File: src/rtl/core/gof_pkg.sv
// Shared widths, constants and transaction types of the Gaussian outlier filter.
package gof_pkg;

   localparam int MAX_POINTS = 64;
   localparam int COORD_BITS = 16;
   localparam int IDX_W      = $clog2(MAX_POINTS);
   localparam int CNT_W      = IDX_W + 1;
   localparam int ADDR_W     = IDX_W + 1;
   localparam int INDEX_W    = 6;
   localparam int SUM_W      = COORD_BITS + CNT_W;
   localparam int SQ_W       = 2 * COORD_BITS;
   localparam int SSQ_W      = SQ_W + IDX_W;
   localparam int VAR_W      = SQ_W;
   localparam int NUM_W      = SQ_W + 8;
   localparam int DEN_W      = VAR_W + 1;
   localparam int DIV_CNT_W  = $clog2(NUM_W);
   localparam int P_W        = $clog2(VAR_W);
   localparam int LOG_W      = P_W + 8;
   localparam int HL_W       = LOG_W + 2;
   localparam int LN2_W      = 17;
   localparam int PROD_W     = HL_W + LN2_W;
   localparam int HL_SHIFT   = 17;
   localparam int SCORE_W    = NUM_W + 2;
   localparam int THR_W      = 16;
   localparam int RAM_DEPTH  = 2 * MAX_POINTS;
   localparam int RAM_W      = 2 * COORD_BITS;

   localparam logic [LN2_W-1:0]  LN2_Q16   = LN2_W'(45426);
   localparam logic [8:0]        LN2PI_Q8  = 9'd470;
   localparam logic [HL_W-1:0]   LOG_BIAS  = HL_W'(4096);
   localparam logic [THR_W-1:0]  THR_RESET = 16'd2048;

   typedef struct packed {
      logic signed [COORD_BITS-1:0] point_x;
      logic signed [COORD_BITS-1:0] point_y;
      logic                         final_point;
   } req_type;

   typedef struct packed {
      logic               keep;
      logic [INDEX_W-1:0] point_index;
      logic               final_result;
   } rsp_type;

   typedef struct packed {
      logic                    bank;
      logic [CNT_W-1:0]        count;
      logic signed [SUM_W-1:0] sum_x;
      logic signed [SUM_W-1:0] sum_y;
   } job_type;

   typedef struct packed {
      logic              en;
      logic [ADDR_W-1:0] addr;
      logic [RAM_W-1:0]  data;
   } ram_wr_type;

   typedef struct packed {
      logic busy;
      logic job_pop;
   } back_status_type;

endpackage

File: src/rtl/core/gof_div.sv
// Restoring unsigned divider, one quotient bit per cycle.
module gof_div (
   input  logic                      clock,
   input  logic                      reset,
   input  logic                      start,
   input  logic [gof_pkg::NUM_W-1:0] dividend,
   input  logic [gof_pkg::DEN_W-1:0] divisor,
   output logic                      done,
   output logic [gof_pkg::NUM_W-1:0] quotient
);

   logic                          busy_ff, busy_in;
   logic                          done_ff, done_in;
   logic [gof_pkg::DIV_CNT_W-1:0] cnt_ff, cnt_in;
   logic [gof_pkg::DEN_W-1:0]     rem_ff, rem_in;
   logic [gof_pkg::DEN_W-1:0]     den_ff, den_in;
   logic [gof_pkg::NUM_W-1:0]     quo_ff, quo_in;
   logic [gof_pkg::DEN_W:0]       shifted;
   logic [gof_pkg::DEN_W:0]       diff;
   logic                          ge;

   always_comb begin
      shifted = {rem_ff, quo_ff[gof_pkg::NUM_W-1]};
      diff    = shifted - {1'b0, den_ff};
      ge      = shifted >= {1'b0, den_ff};
      busy_in = busy_ff;
      done_in = 1'b0;
      cnt_in  = cnt_ff;
      rem_in  = rem_ff;
      den_in  = den_ff;
      quo_in  = quo_ff;
      if (start) begin
         busy_in = 1'b1;
         cnt_in  = '0;
         rem_in  = '0;
         den_in  = divisor;
         quo_in  = dividend;
      end else if (busy_ff) begin
         rem_in = ge ? diff[gof_pkg::DEN_W-1:0] : shifted[gof_pkg::DEN_W-1:0];
         quo_in = {quo_ff[gof_pkg::NUM_W-2:0], ge};
         cnt_in = cnt_ff + 1'b1;
         if (cnt_ff == gof_pkg::DIV_CNT_W'(gof_pkg::NUM_W - 1)) begin
            busy_in = 1'b0;
            done_in = 1'b1;
         end
      end
   end

   always_ff @(posedge clock) begin
      if (reset) begin
         busy_ff <= 1'b0;
         done_ff <= 1'b0;
         cnt_ff  <= '0;
      end else begin
         busy_ff <= busy_in;
         done_ff <= done_in;
         cnt_ff  <= cnt_in;
      end
      rem_ff <= rem_in;
      den_ff <= den_in;
      quo_ff <= quo_in;
   end

   assign done     = done_ff;
   assign quotient = quo_ff;

endmodule

File: src/rtl/core/gof_back.sv
// Evaluator: statistics of one set, then one keep decision per point.
module gof_back (
   input  logic                          clock,
   input  logic                          reset,
   input  logic                          job_valid,
   input  gof_pkg::job_type              job,
   input  logic [gof_pkg::THR_W-1:0]     log_threshold,
   output logic [gof_pkg::ADDR_W-1:0]    ram_rd_addr,
   input  logic [gof_pkg::RAM_W-1:0]     ram_rd_data,
   output gof_pkg::back_status_type      status,
   output logic                          rsp_valid,
   input  logic                          rsp_stall,
   output gof_pkg::rsp_type              rsp_payload
);

   localparam logic [4:0] S_IDLE = 5'd0;
   localparam logic [4:0] S_MX   = 5'd1;
   localparam logic [4:0] S_MY   = 5'd2;
   localparam logic [4:0] S_VRD  = 5'd3;
   localparam logic [4:0] S_VWT  = 5'd4;
   localparam logic [4:0] S_VSQ  = 5'd5;
   localparam logic [4:0] S_VACC = 5'd6;
   localparam logic [4:0] S_VX   = 5'd7;
   localparam logic [4:0] S_VY   = 5'd8;
   localparam logic [4:0] S_LX   = 5'd9;
   localparam logic [4:0] S_LY   = 5'd10;
   localparam logic [4:0] S_HL   = 5'd11;
   localparam logic [4:0] S_HL2  = 5'd12;
   localparam logic [4:0] S_ERD  = 5'd13;
   localparam logic [4:0] S_EWT  = 5'd14;
   localparam logic [4:0] S_ESQ  = 5'd15;
   localparam logic [4:0] S_EDX  = 5'd16;
   localparam logic [4:0] S_EDY  = 5'd17;
   localparam logic [4:0] S_EOUT = 5'd18;

   localparam int CW = gof_pkg::COORD_BITS;

   logic [4:0]                          state_ff, state_in;
   logic [gof_pkg::CNT_W-1:0]           i_ff, i_in;
   logic signed [CW-1:0]                mean_x_ff, mean_x_in;
   logic signed [CW-1:0]                mean_y_ff, mean_y_in;
   logic [CW-1:0]                       mag_x_ff, mag_x_in;
   logic [CW-1:0]                       mag_y_ff, mag_y_in;
   logic [gof_pkg::SQ_W-1:0]            sq_x_ff, sq_x_in;
   logic [gof_pkg::SQ_W-1:0]            sq_y_ff, sq_y_in;
   logic [gof_pkg::SSQ_W-1:0]           ssq_x_ff, ssq_x_in;
   logic [gof_pkg::SSQ_W-1:0]           ssq_y_ff, ssq_y_in;
   logic [gof_pkg::VAR_W-1:0]           var_x_ff, var_x_in;
   logic [gof_pkg::VAR_W-1:0]           var_y_ff, var_y_in;
   logic                                degen_ff, degen_in;
   logic [gof_pkg::VAR_W-1:0]           norm_ff, norm_in;
   logic [gof_pkg::P_W-1:0]             shift_ff, shift_in;
   logic [gof_pkg::LOG_W-1:0]           log_x_ff, log_x_in;
   logic [gof_pkg::LOG_W-1:0]           log_y_ff, log_y_in;
   logic signed [gof_pkg::PROD_W-1:0]   prod_ff, prod_in;
   logic signed [gof_pkg::HL_W-1:0]     hl_ff, hl_in;
   logic [gof_pkg::NUM_W-1:0]           qx_ff, qx_in;
   logic                                keep_ff, keep_in;
   logic                                div_start_ff, div_start_in;
   logic [gof_pkg::NUM_W-1:0]           div_a_ff, div_a_in;
   logic [gof_pkg::DEN_W-1:0]           div_b_ff, div_b_in;
   logic                                rsp_valid_ff, rsp_valid_in;
   gof_pkg::rsp_type                    rsp_ff, rsp_in;

   logic                                div_done;
   logic [gof_pkg::NUM_W-1:0]           div_q;

   logic [gof_pkg::SUM_W-1:0]           sum_mag_x, sum_mag_y;
   logic [CW-1:0]                       q_lo;
   logic signed [CW-1:0]                pt_x, pt_y;
   logic signed [CW:0]                  d_x, d_y;
   logic [gof_pkg::SSQ_W-1:0]           ssq_x_new, ssq_y_new;
   logic signed [gof_pkg::HL_W-1:0]     log_t;
   logic signed [gof_pkg::PROD_W-1:0]   prod_adj;
   logic signed [gof_pkg::SCORE_W-1:0]  score;
   logic signed [gof_pkg::SCORE_W-1:0]  thr_s;
   logic                                last_pt;
   logic                                slot_free;

   gof_div u_div (
      .clock    (clock),
      .reset    (reset),
      .start    (div_start_ff),
      .dividend (div_a_ff),
      .divisor  (div_b_ff),
      .done     (div_done),
      .quotient (div_q)
   );

   always_comb begin
      sum_mag_x = job.sum_x[gof_pkg::SUM_W-1] ? -job.sum_x : job.sum_x;
      sum_mag_y = job.sum_y[gof_pkg::SUM_W-1] ? -job.sum_y : job.sum_y;
      q_lo      = div_q[CW-1:0];
      pt_x      = ram_rd_data[gof_pkg::RAM_W-1 -: CW];
      pt_y      = ram_rd_data[CW-1:0];
      d_x       = (CW+1)'(pt_x) - (CW+1)'(mean_x_ff);
      d_y       = (CW+1)'(pt_y) - (CW+1)'(mean_y_ff);
      ssq_x_new = ssq_x_ff + gof_pkg::SSQ_W'(sq_x_ff);
      ssq_y_new = ssq_y_ff + gof_pkg::SSQ_W'(sq_y_ff);
      log_t     = $signed(gof_pkg::HL_W'(log_x_ff)) + $signed(gof_pkg::HL_W'(log_y_ff))
                - $signed(gof_pkg::LOG_BIAS);
      prod_adj  = prod_ff[gof_pkg::PROD_W-1]
                ? prod_ff + $signed(gof_pkg::PROD_W'((1 << gof_pkg::HL_SHIFT) - 1))
                : prod_ff;
      score     = $signed({2'b00, qx_ff}) + $signed({2'b00, div_q})
                + $signed(gof_pkg::SCORE_W'(gof_pkg::LN2PI_Q8))
                + gof_pkg::SCORE_W'(hl_ff);
      thr_s     = $signed(gof_pkg::SCORE_W'(log_threshold));
      last_pt   = i_ff == job.count - 1'b1;
      slot_free = !rsp_valid_ff || !rsp_stall;

      state_in     = state_ff;
      i_in         = i_ff;
      mean_x_in    = mean_x_ff;
      mean_y_in    = mean_y_ff;
      mag_x_in     = mag_x_ff;
      mag_y_in     = mag_y_ff;
      sq_x_in      = sq_x_ff;
      sq_y_in      = sq_y_ff;
      ssq_x_in     = ssq_x_ff;
      ssq_y_in     = ssq_y_ff;
      var_x_in     = var_x_ff;
      var_y_in     = var_y_ff;
      degen_in     = degen_ff;
      norm_in      = norm_ff;
      shift_in     = shift_ff;
      log_x_in     = log_x_ff;
      log_y_in     = log_y_ff;
      prod_in      = prod_ff;
      hl_in        = hl_ff;
      qx_in        = qx_ff;
      keep_in      = keep_ff;
      div_start_in = 1'b0;
      div_a_in     = div_a_ff;
      div_b_in     = div_b_ff;
      rsp_valid_in = rsp_valid_ff && rsp_stall;
      rsp_in       = rsp_ff;
      status.busy    = state_ff != S_IDLE;
      status.job_pop = 1'b0;

      unique case (state_ff)
         S_IDLE: begin
            if (job_valid) begin
               div_a_in     = gof_pkg::NUM_W'(sum_mag_x);
               div_b_in     = gof_pkg::DEN_W'(job.count);
               div_start_in = 1'b1;
               state_in     = S_MX;
            end
         end
         S_MX: begin
            if (div_done) begin
               mean_x_in    = job.sum_x[gof_pkg::SUM_W-1] ? -q_lo : q_lo;
               div_a_in     = gof_pkg::NUM_W'(sum_mag_y);
               div_start_in = 1'b1;
               state_in     = S_MY;
            end
         end
         S_MY: begin
            if (div_done) begin
               mean_y_in = job.sum_y[gof_pkg::SUM_W-1] ? -q_lo : q_lo;
               i_in      = '0;
               ssq_x_in  = '0;
               ssq_y_in  = '0;
               state_in  = S_VRD;
            end
         end
         S_VRD: state_in = S_VWT;
         S_VWT: begin
            mag_x_in = d_x[CW] ? CW'(-d_x) : CW'(d_x);
            mag_y_in = d_y[CW] ? CW'(-d_y) : CW'(d_y);
            state_in = S_VSQ;
         end
         S_VSQ: begin
            sq_x_in  = gof_pkg::SQ_W'(mag_x_ff) * gof_pkg::SQ_W'(mag_x_ff);
            sq_y_in  = gof_pkg::SQ_W'(mag_y_ff) * gof_pkg::SQ_W'(mag_y_ff);
            state_in = S_VACC;
         end
         S_VACC: begin
            ssq_x_in = ssq_x_new;
            ssq_y_in = ssq_y_new;
            if (last_pt) begin
               div_a_in     = gof_pkg::NUM_W'(ssq_x_new);
               div_start_in = 1'b1;
               state_in     = S_VX;
            end else begin
               i_in     = i_ff + 1'b1;
               state_in = S_VRD;
            end
         end
         S_VX: begin
            if (div_done) begin
               var_x_in     = div_q[gof_pkg::VAR_W-1:0];
               div_a_in     = gof_pkg::NUM_W'(ssq_y_ff);
               div_start_in = 1'b1;
               state_in     = S_VY;
            end
         end
         S_VY: begin
            if (div_done) begin
               var_y_in = div_q[gof_pkg::VAR_W-1:0];
               degen_in = (var_x_ff == '0) || (div_q[gof_pkg::VAR_W-1:0] == '0);
               norm_in  = var_x_ff;
               shift_in = '0;
               i_in     = '0;
               state_in = ((var_x_ff == '0) || (div_q[gof_pkg::VAR_W-1:0] == '0))
                        ? S_ERD : S_LX;
            end
         end
         S_LX: begin
            if (norm_ff[gof_pkg::VAR_W-1]) begin
               log_x_in = {gof_pkg::P_W'(gof_pkg::VAR_W - 1) - shift_ff,
                           norm_ff[gof_pkg::VAR_W-2 -: 8]};
               norm_in  = var_y_ff;
               shift_in = '0;
               state_in = S_LY;
            end else begin
               norm_in  = norm_ff << 1;
               shift_in = shift_ff + 1'b1;
            end
         end
         S_LY: begin
            if (norm_ff[gof_pkg::VAR_W-1]) begin
               log_y_in = {gof_pkg::P_W'(gof_pkg::VAR_W - 1) - shift_ff,
                           norm_ff[gof_pkg::VAR_W-2 -: 8]};
               state_in = S_HL;
            end else begin
               norm_in  = norm_ff << 1;
               shift_in = shift_ff + 1'b1;
            end
         end
         S_HL: begin
            prod_in  = gof_pkg::PROD_W'(log_t)
                     * $signed(gof_pkg::PROD_W'(gof_pkg::LN2_Q16));
            state_in = S_HL2;
         end
         S_HL2: begin
            hl_in    = gof_pkg::HL_W'(prod_adj >>> gof_pkg::HL_SHIFT);
            state_in = S_ERD;
         end
         S_ERD: begin
            if (degen_ff) begin
               keep_in  = 1'b1;
               state_in = S_EOUT;
            end else begin
               state_in = S_EWT;
            end
         end
         S_EWT: begin
            mag_x_in = d_x[CW] ? CW'(-d_x) : CW'(d_x);
            mag_y_in = d_y[CW] ? CW'(-d_y) : CW'(d_y);
            state_in = S_ESQ;
         end
         S_ESQ: begin
            sq_x_in  = gof_pkg::SQ_W'(mag_x_ff) * gof_pkg::SQ_W'(mag_x_ff);
            sq_y_in  = gof_pkg::SQ_W'(mag_y_ff) * gof_pkg::SQ_W'(mag_y_ff);
            state_in = S_EDX;
            // kick the x distance once the squares land
            div_a_in     = {gof_pkg::SQ_W'(mag_x_ff) * gof_pkg::SQ_W'(mag_x_ff), 8'h00};
            div_b_in     = {var_x_ff, 1'b0};
            div_start_in = 1'b1;
         end
         S_EDX: begin
            if (div_done) begin
               qx_in        = div_q;
               div_a_in     = {sq_y_ff, 8'h00};
               div_b_in     = {var_y_ff, 1'b0};
               div_start_in = 1'b1;
               state_in     = S_EDY;
            end
         end
         S_EDY: begin
            if (div_done) begin
               keep_in  = !(score > thr_s);
               state_in = S_EOUT;
            end
         end
         S_EOUT: begin
            if (slot_free) begin
               rsp_valid_in        = 1'b1;
               rsp_in.keep         = keep_ff;
               rsp_in.point_index  = gof_pkg::INDEX_W'(i_ff);
               rsp_in.final_result = last_pt;
               if (last_pt) begin
                  status.job_pop = 1'b1;
                  state_in       = S_IDLE;
               end else begin
                  i_in     = i_ff + 1'b1;
                  state_in = S_ERD;
               end
            end
         end
         default: state_in = S_IDLE;
      endcase
   end

   always_ff @(posedge clock) begin
      if (reset) begin
         state_ff     <= S_IDLE;
         i_ff         <= '0;
         div_start_ff <= 1'b0;
         rsp_valid_ff <= 1'b0;
      end else begin
         state_ff     <= state_in;
         i_ff         <= i_in;
         div_start_ff <= div_start_in;
         rsp_valid_ff <= rsp_valid_in;
      end
      mean_x_ff <= mean_x_in;
      mean_y_ff <= mean_y_in;
      mag_x_ff  <= mag_x_in;
      mag_y_ff  <= mag_y_in;
      sq_x_ff   <= sq_x_in;
      sq_y_ff   <= sq_y_in;
      ssq_x_ff  <= ssq_x_in;
      ssq_y_ff  <= ssq_y_in;
      var_x_ff  <= var_x_in;
      var_y_ff  <= var_y_in;
      degen_ff  <= degen_in;
      norm_ff   <= norm_in;
      shift_ff  <= shift_in;
      log_x_ff  <= log_x_in;
      log_y_ff  <= log_y_in;
      prod_ff   <= prod_in;
      hl_ff     <= hl_in;
      qx_ff     <= qx_in;
      keep_ff   <= keep_in;
      div_a_ff  <= div_a_in;
      div_b_ff  <= div_b_in;
      rsp_ff    <= rsp_in;
   end

   assign ram_rd_addr = {job.bank, i_ff[gof_pkg::IDX_W-1:0]};
   assign rsp_valid   = rsp_valid_ff;
   assign rsp_payload = rsp_ff;

endmodule

File: config.mk
export PLATFORM = sky130hd
export DESIGN_NAME = gof_back
export DESIGN_NICKNAME = d
export VERILOG_FILES = /design/src/rtl/core/gof_pkg.sv /design/src/rtl/core/gof_div.sv /design/src/rtl/core/gof_back.sv
export SDC_FILE = /design/constraint.sdc
export NUM_CORES = 2
export LEC_CHECK = 0
export BUFFER_PORTS_ARGS = -buffer_cell sky130_fd_sc_hd__buf_4
export CORE_ASPECT_RATIO = 1.2
export CORE_UTILIZATION = 60
export DETAILED_ROUTE_END_ITERATION = 10
export GPL_ROUTABILITY_DRIVEN = 0
export GPL_TIMING_DRIVEN = 0
export PLACE_DENSITY = 0.75
export SLEW_MARGIN = 20
export SYNTH_ARGS = -nofsm -noshare
export SYNTH_HDL_FRONTEND = slang
export SYNTH_SLANG_ARGS = --single-unit
File: constraint.sdc
create_clock -name clock -period 24.5 [get_ports clock]
set_input_delay 2.45 -clock clock [delete_from_list [all_inputs] [get_ports clock]]
set_output_delay 2.45 -clock clock [all_outputs]
set_load 0.02 [all_outputs]
# Yosys cells after proc, flatten, opt, wreduce, memory -nomap -nowiden
# Index checks and enable logic that the tools add are counted.
# word_totals
ff_bits	628
output_inout_bits	18
# classes
add_sub_neg	21
n_mul	3
magnitude_cmp	2
n_eq_ne	34
n_mux	64
bitwise_logic	1
n_reduce_logical	39
# ops
operator	n
$mux 40	7
$pmux 40 s6	1
$pmux 38 s2	2
$mux 33	3
$pmux 33 s3	1
$mux 32	3
$pmux 32 s3	1
$pmux 5 s19	1
$add 38x32->38	2
$mux 5	14
$logic_not 32->1	2
$mul 16x16->32	2
$mux 16	4
$neg 16->16	3
$mux 23	2
$neg 23->23	2
$add 41x9->42 const B	1
$add 42x15->42	1
$gt 42x17->1	1
$add 40x40->41	1
$eq 5x4->1 const B	8
$mux 38	1
$ge 34x33->1	1
$sub 16x16->17	2
42 further kinds	98

# Logic depth before layout (Yosys ltp)
# depth
word_depth	7
mapped_depth	37
ltp_nobuf	37

# Hierarchy
# Synthesis repeated with hierarchy kept, for this count alone.
# hier_totals
hier_cells	5312
area_unflattened_um2	54882.6
# by_module_without_submodules
mod	instances	cells_each	area_each_um2	seq_area_each_um2
gof_back	1	4707	48454.0	15234.6
gof_div	1	605	6428.7	3012.9

# Worst setup path after synthesis
# Ideal clock, no wire load.
# synth_path
path_kind	register to register
startpoint	reg log_x_ff[1] (netlist bit)
endpoint	reg prod_ff[31] (netlist bit) (data pin)
setup_time_ps	152
arrival_ps	8457
setup_slack_ps	15891
path_stages_with_launch	38
n_path_buf	0
synth_period_minus_slack_ps	8609
cell_sequence	edfxtp_1 ha_1 ha_1 inv_1 fa_1 nor2b_1 o21ai_0 a21boi_0 o21ai_0 a21boi_0 o21ai_0 a21boi_0 o21ai_0 nand2_1 a31oi_1 xnor2_1 fa_1 inv_1 [... 2 more ...] fa_1 fa_1 inv_1 fa_1 inv_1 fa_1 ha_1 a21o_1 a21oi_1 o21bai_1 a21oi_1 o21ai_0 a41o_1 o41ai_1 o21ai_0 o21ai_0 a21oi_1 a31oi_1
# synth_via
elab_chain_len	3
# synth_lines
element	line	source
start: declaration	gof_back.sv:53	logic [gof_pkg::LOG_W-1:0] log_x_ff, log_x_in;
start signal: assignment	gof_back.sv:321	log_x_ff <= log_x_in;
$add 13x13->14	gof_back.sv:100	log_t = $signed(gof_pkg::HL_W'(log_x_ff)) + $signed(gof_pkg::HL_W'(log_y_ff))
$sub 14x13->15	gof_back.sv:101	- $signed(gof_pkg::LOG_BIAS);
$mul 15x16->31	gof_back.sv:233	* $signed(gof_pkg::PROD_W'(gof_pkg::LN2_Q16));
end signal: assignment	gof_back.sv:323	prod_ff <= prod_in;
end: declaration	gof_back.sv:55	logic signed [gof_pkg::PROD_W-1:0] prod_ff, prod_in;
# Every way passes these cells.
# A chain may end at the register's enable or synchronous reset.

# Final worst setup path
# Ends and elaborated chain as after synthesis.

==> metrics.yaml <==
insertion_delay_ns: 0.65
clock.fmax_ghz: 0.0991
clock-root-buffer: "clkbuf_16"
cts_resized: 0
power.leakage_nw: 26.5
timing.hold.ws_ns: 0.416
crit_family: "adder cells"
finalSetupTns_ns: 0
syn_nets: 6401
cap_violations: 0
crit_fanout: 6
path_buf_inv: 5
yosys.area.top_type: "edfxtp_1"
finalSetupViolations: 0
drive_gt1_share_pct: 6.71
synth_area_um2: 54600
peakVddDrop_uv: 97.5
synth.most_common_cell: "inv_1"
row_count: 120
synth.distinct_cells: 75
grt_max_degree: 49
final_max_slew_viol_count: 0
areaGrowthSynthToFinish_pct: 9.43
finalWirelength_mm: 142
post-route-drc-count: 0
crit_cells: 37
antenna_found_initial: 7
drt_iter0_drc: 3429
io_buffers: 122
cp_slowest_cell: "xnor2_1"
synth_ff_type: "edfxtp_1"
wl_per_cell_um: 21.1
min_from: "div_b_ff[6]"
clock_skew_ns: 0.0216
cp.arrival_ns: 10.52
min-delay-path-class: "reg2reg"
synthXorXnorAreaFrac_pct: 5.69
r2r-start: "log_x_ff[1]"
final-hold-violation-count: 0
grt_pass1_wl_mm: 222
status: "finished, final reports clean"
hold-path-cell-count: 0
cts_buffers: 68
holdPathEnd: "u_div.den_ff[6]"
die_area_um2: 92200
place_area_um2: 57400
cts_buffer_depth: 3
yosys_warnings: 0
tightest_slew_ns: 1.23
synth_mux_area_share_pct: 1.73
critical_path_required_ns: 24.93
start_util_pct: 60.9
synth_area_leaders: "edfxtp_1 (31%), fa_1 (16%), ha_1 (13%)"
r2r_cells: 37
p_per_area_nw_per_um2: 92.1
cts_setup_buffers: 0
synth-compound-area-share_pct: 12.0
viasPerCell: 6.02
max_stage_delay_ns: 0.70
path_class: "reg2reg"
postCtsHoldBufs: 0
syn_inst: 5280
finalNetCount: 6626
netlist.area_leader.share_pct: 31.4
cp-start-kind: "flop"
vias: 40400
min_period_ns: 10.09
synthArstFlopShare_pct: 0
syn_avg_cell_area_um2: 10.3
first_pass_iters: 8
post_synth_and_or_nand_nor_area_fraction_pct: 11.3
dpl.hpwl_mm: 113
synth_top_family_by_area: "adder cells"
die_w_um: 277
synth_edf_count: 571
nFillCells: 6887
worst_setup_path_end_kind: "flop"
cts.clk_slew.worst_paths_ns: 0.06
gr-total-overflow: 0
core_um2: 89600
tritoncts: "yes"
clock_sinks: 626
grt_setup_unrepaired: "no"
io_pins: 124
crit_start: "log_x_ff[1]"
rrSetupSlack_ns: 14.41
die_y_um: 332
fin_crit_sh_pct: 41.2
grt_pass1_vias: 41400
synth_adder_area_share_pct: 29.3
htree_levels: 3
yosysSeqAreaShare_pct: 33.4
ys_seq_elements: 626
track_usage_pct: 31.1
fin_area_um2: 59700
ant_nets: 0
synth_common_cells: "inv_1 (784), ha_1 (573), edfxtp_1 (571), fa_1 (442), nand2_1 (327)"
timing.rr.end: "prod_ff[31]"
slew_headroom_pct: 15.7
[state kept, by name (all words and copies together), names as in the netlist, 33 cells and up]
signal	flops
qx_ff	40
div_b_ff	33
ssq_x_ff	38
u_div.quotient	40
u_div.den_ff	33
u_div.rem_ff	33
ssq_y_ff	38
div_a_ff	40
[cells by family (layout without fill, tap and decap cells)]
logic type | after synthesis | count (layout)
xor gates and xnor gates | 355 | 355
buffers and inverters | 942 | 1222
DFF | 626 | 626
muxes | 89 | 89
adders and majority gates | 1015 | 1015
other | 0 | 5
AOI/OAI and AO/OA | 1000 | 1000
and+or+nand+nor | 1253 | 1253
[worst register-to-register path: cells and delay by family, from the launching register on]
kind	cells	cell delay, ns
AOI/OAI and AO/OA	19	4.02
xor gates and xnor gates	1	0.70
adders and majority gates	10	4.16
buffers and inverters	5	0.41
DFF	1	0.37
and+or+nand+nor	2	0.23
[worst max path at each step]
stage	endpoint
6_report	prod_ff[31]
5_1_grt	prod_ff[31]
4_1_cts	prod_ff[31]
3_5_place_dp	prod_ff[31]
3_3_place_gp	prod_ff[31]
2_1_floorplan	prod_ff[31]
[stage by stage]
stage | setup slack (ns) | power, mW | utilization, % | std cells
after floorplan | 15.89 | 3.57 | - | 5280
after global placement | 14.62 | 4.31 | 63.6 | 6561
after detailed placement | 14.36 | 4.38 | 64.1 | 6594
after CTS | 14.33 | 5.47 | 66.6 | 6719
after global routing | 13.42 | 5.84 | 66.6 | 6719
final | 14.41 | 5.50 | 66.7 | 6724
[per-layer routing]
layer / track usage, % / vias to the layer above / routed length (um)
li1: - / 18700 / -
met1: 36.9 / 19700 / 52900
met2: 53.5 / 1645 / 69000
met3: 4.97 / 442 / 10500
met4: 17.7 / 8 / 9150
met5: 0 / - / 50
[power by group]
group | total, mW | switching (mW) | internal (mW)
Combinational | 2.79 | 1.69 | 1.11
Clock | 1.07 | 0.460 | 0.606
Sequential | 1.64 | 0.177 | 1.46
[area by class of cell]
| type | instances | area, um2 | area share, % |
|---|---|---|---|
| clock buffers | 84 | 1830 | 3.07 |
| flip-flops and latches | 626 | 18200 | 30.5 |
| clock inverters | 41 | 452 | 0.756 |
| multi-input cells | 3712 | 32900 | 55.0 |
| repair buffers | 155 | 1310 | 2.19 |
| plain buffers | 158 | 623 | 1.04 |
| inverters | 784 | 2940 | 4.93 |
| diodes | 5 | 12.5 | 0.0209 |
| well taps | 1159 | 1450 | 2.43 |
[placed cells by master (no fill, tap or decap), drive strengths merged, types with 30 or more instances in the layout]
master and instances:
a211oi 50, a21o 136, a21oi 264, a22o 37
and2 140, buf 179, clkbuf 218, dfxtp 55
edfxtp 571, fa 442, ha 573, inv 792
mux2 45, mux2i 44, nand2 327, nand2b 49
nand3 66, nand4 40, nor2 320, nor2b 79
nor3 68, nor4 31, o21a 30, o21ai 204
o21bai 35, or3 41, xnor2 230, xor2 125
Power figures use the tool's default switching activity.
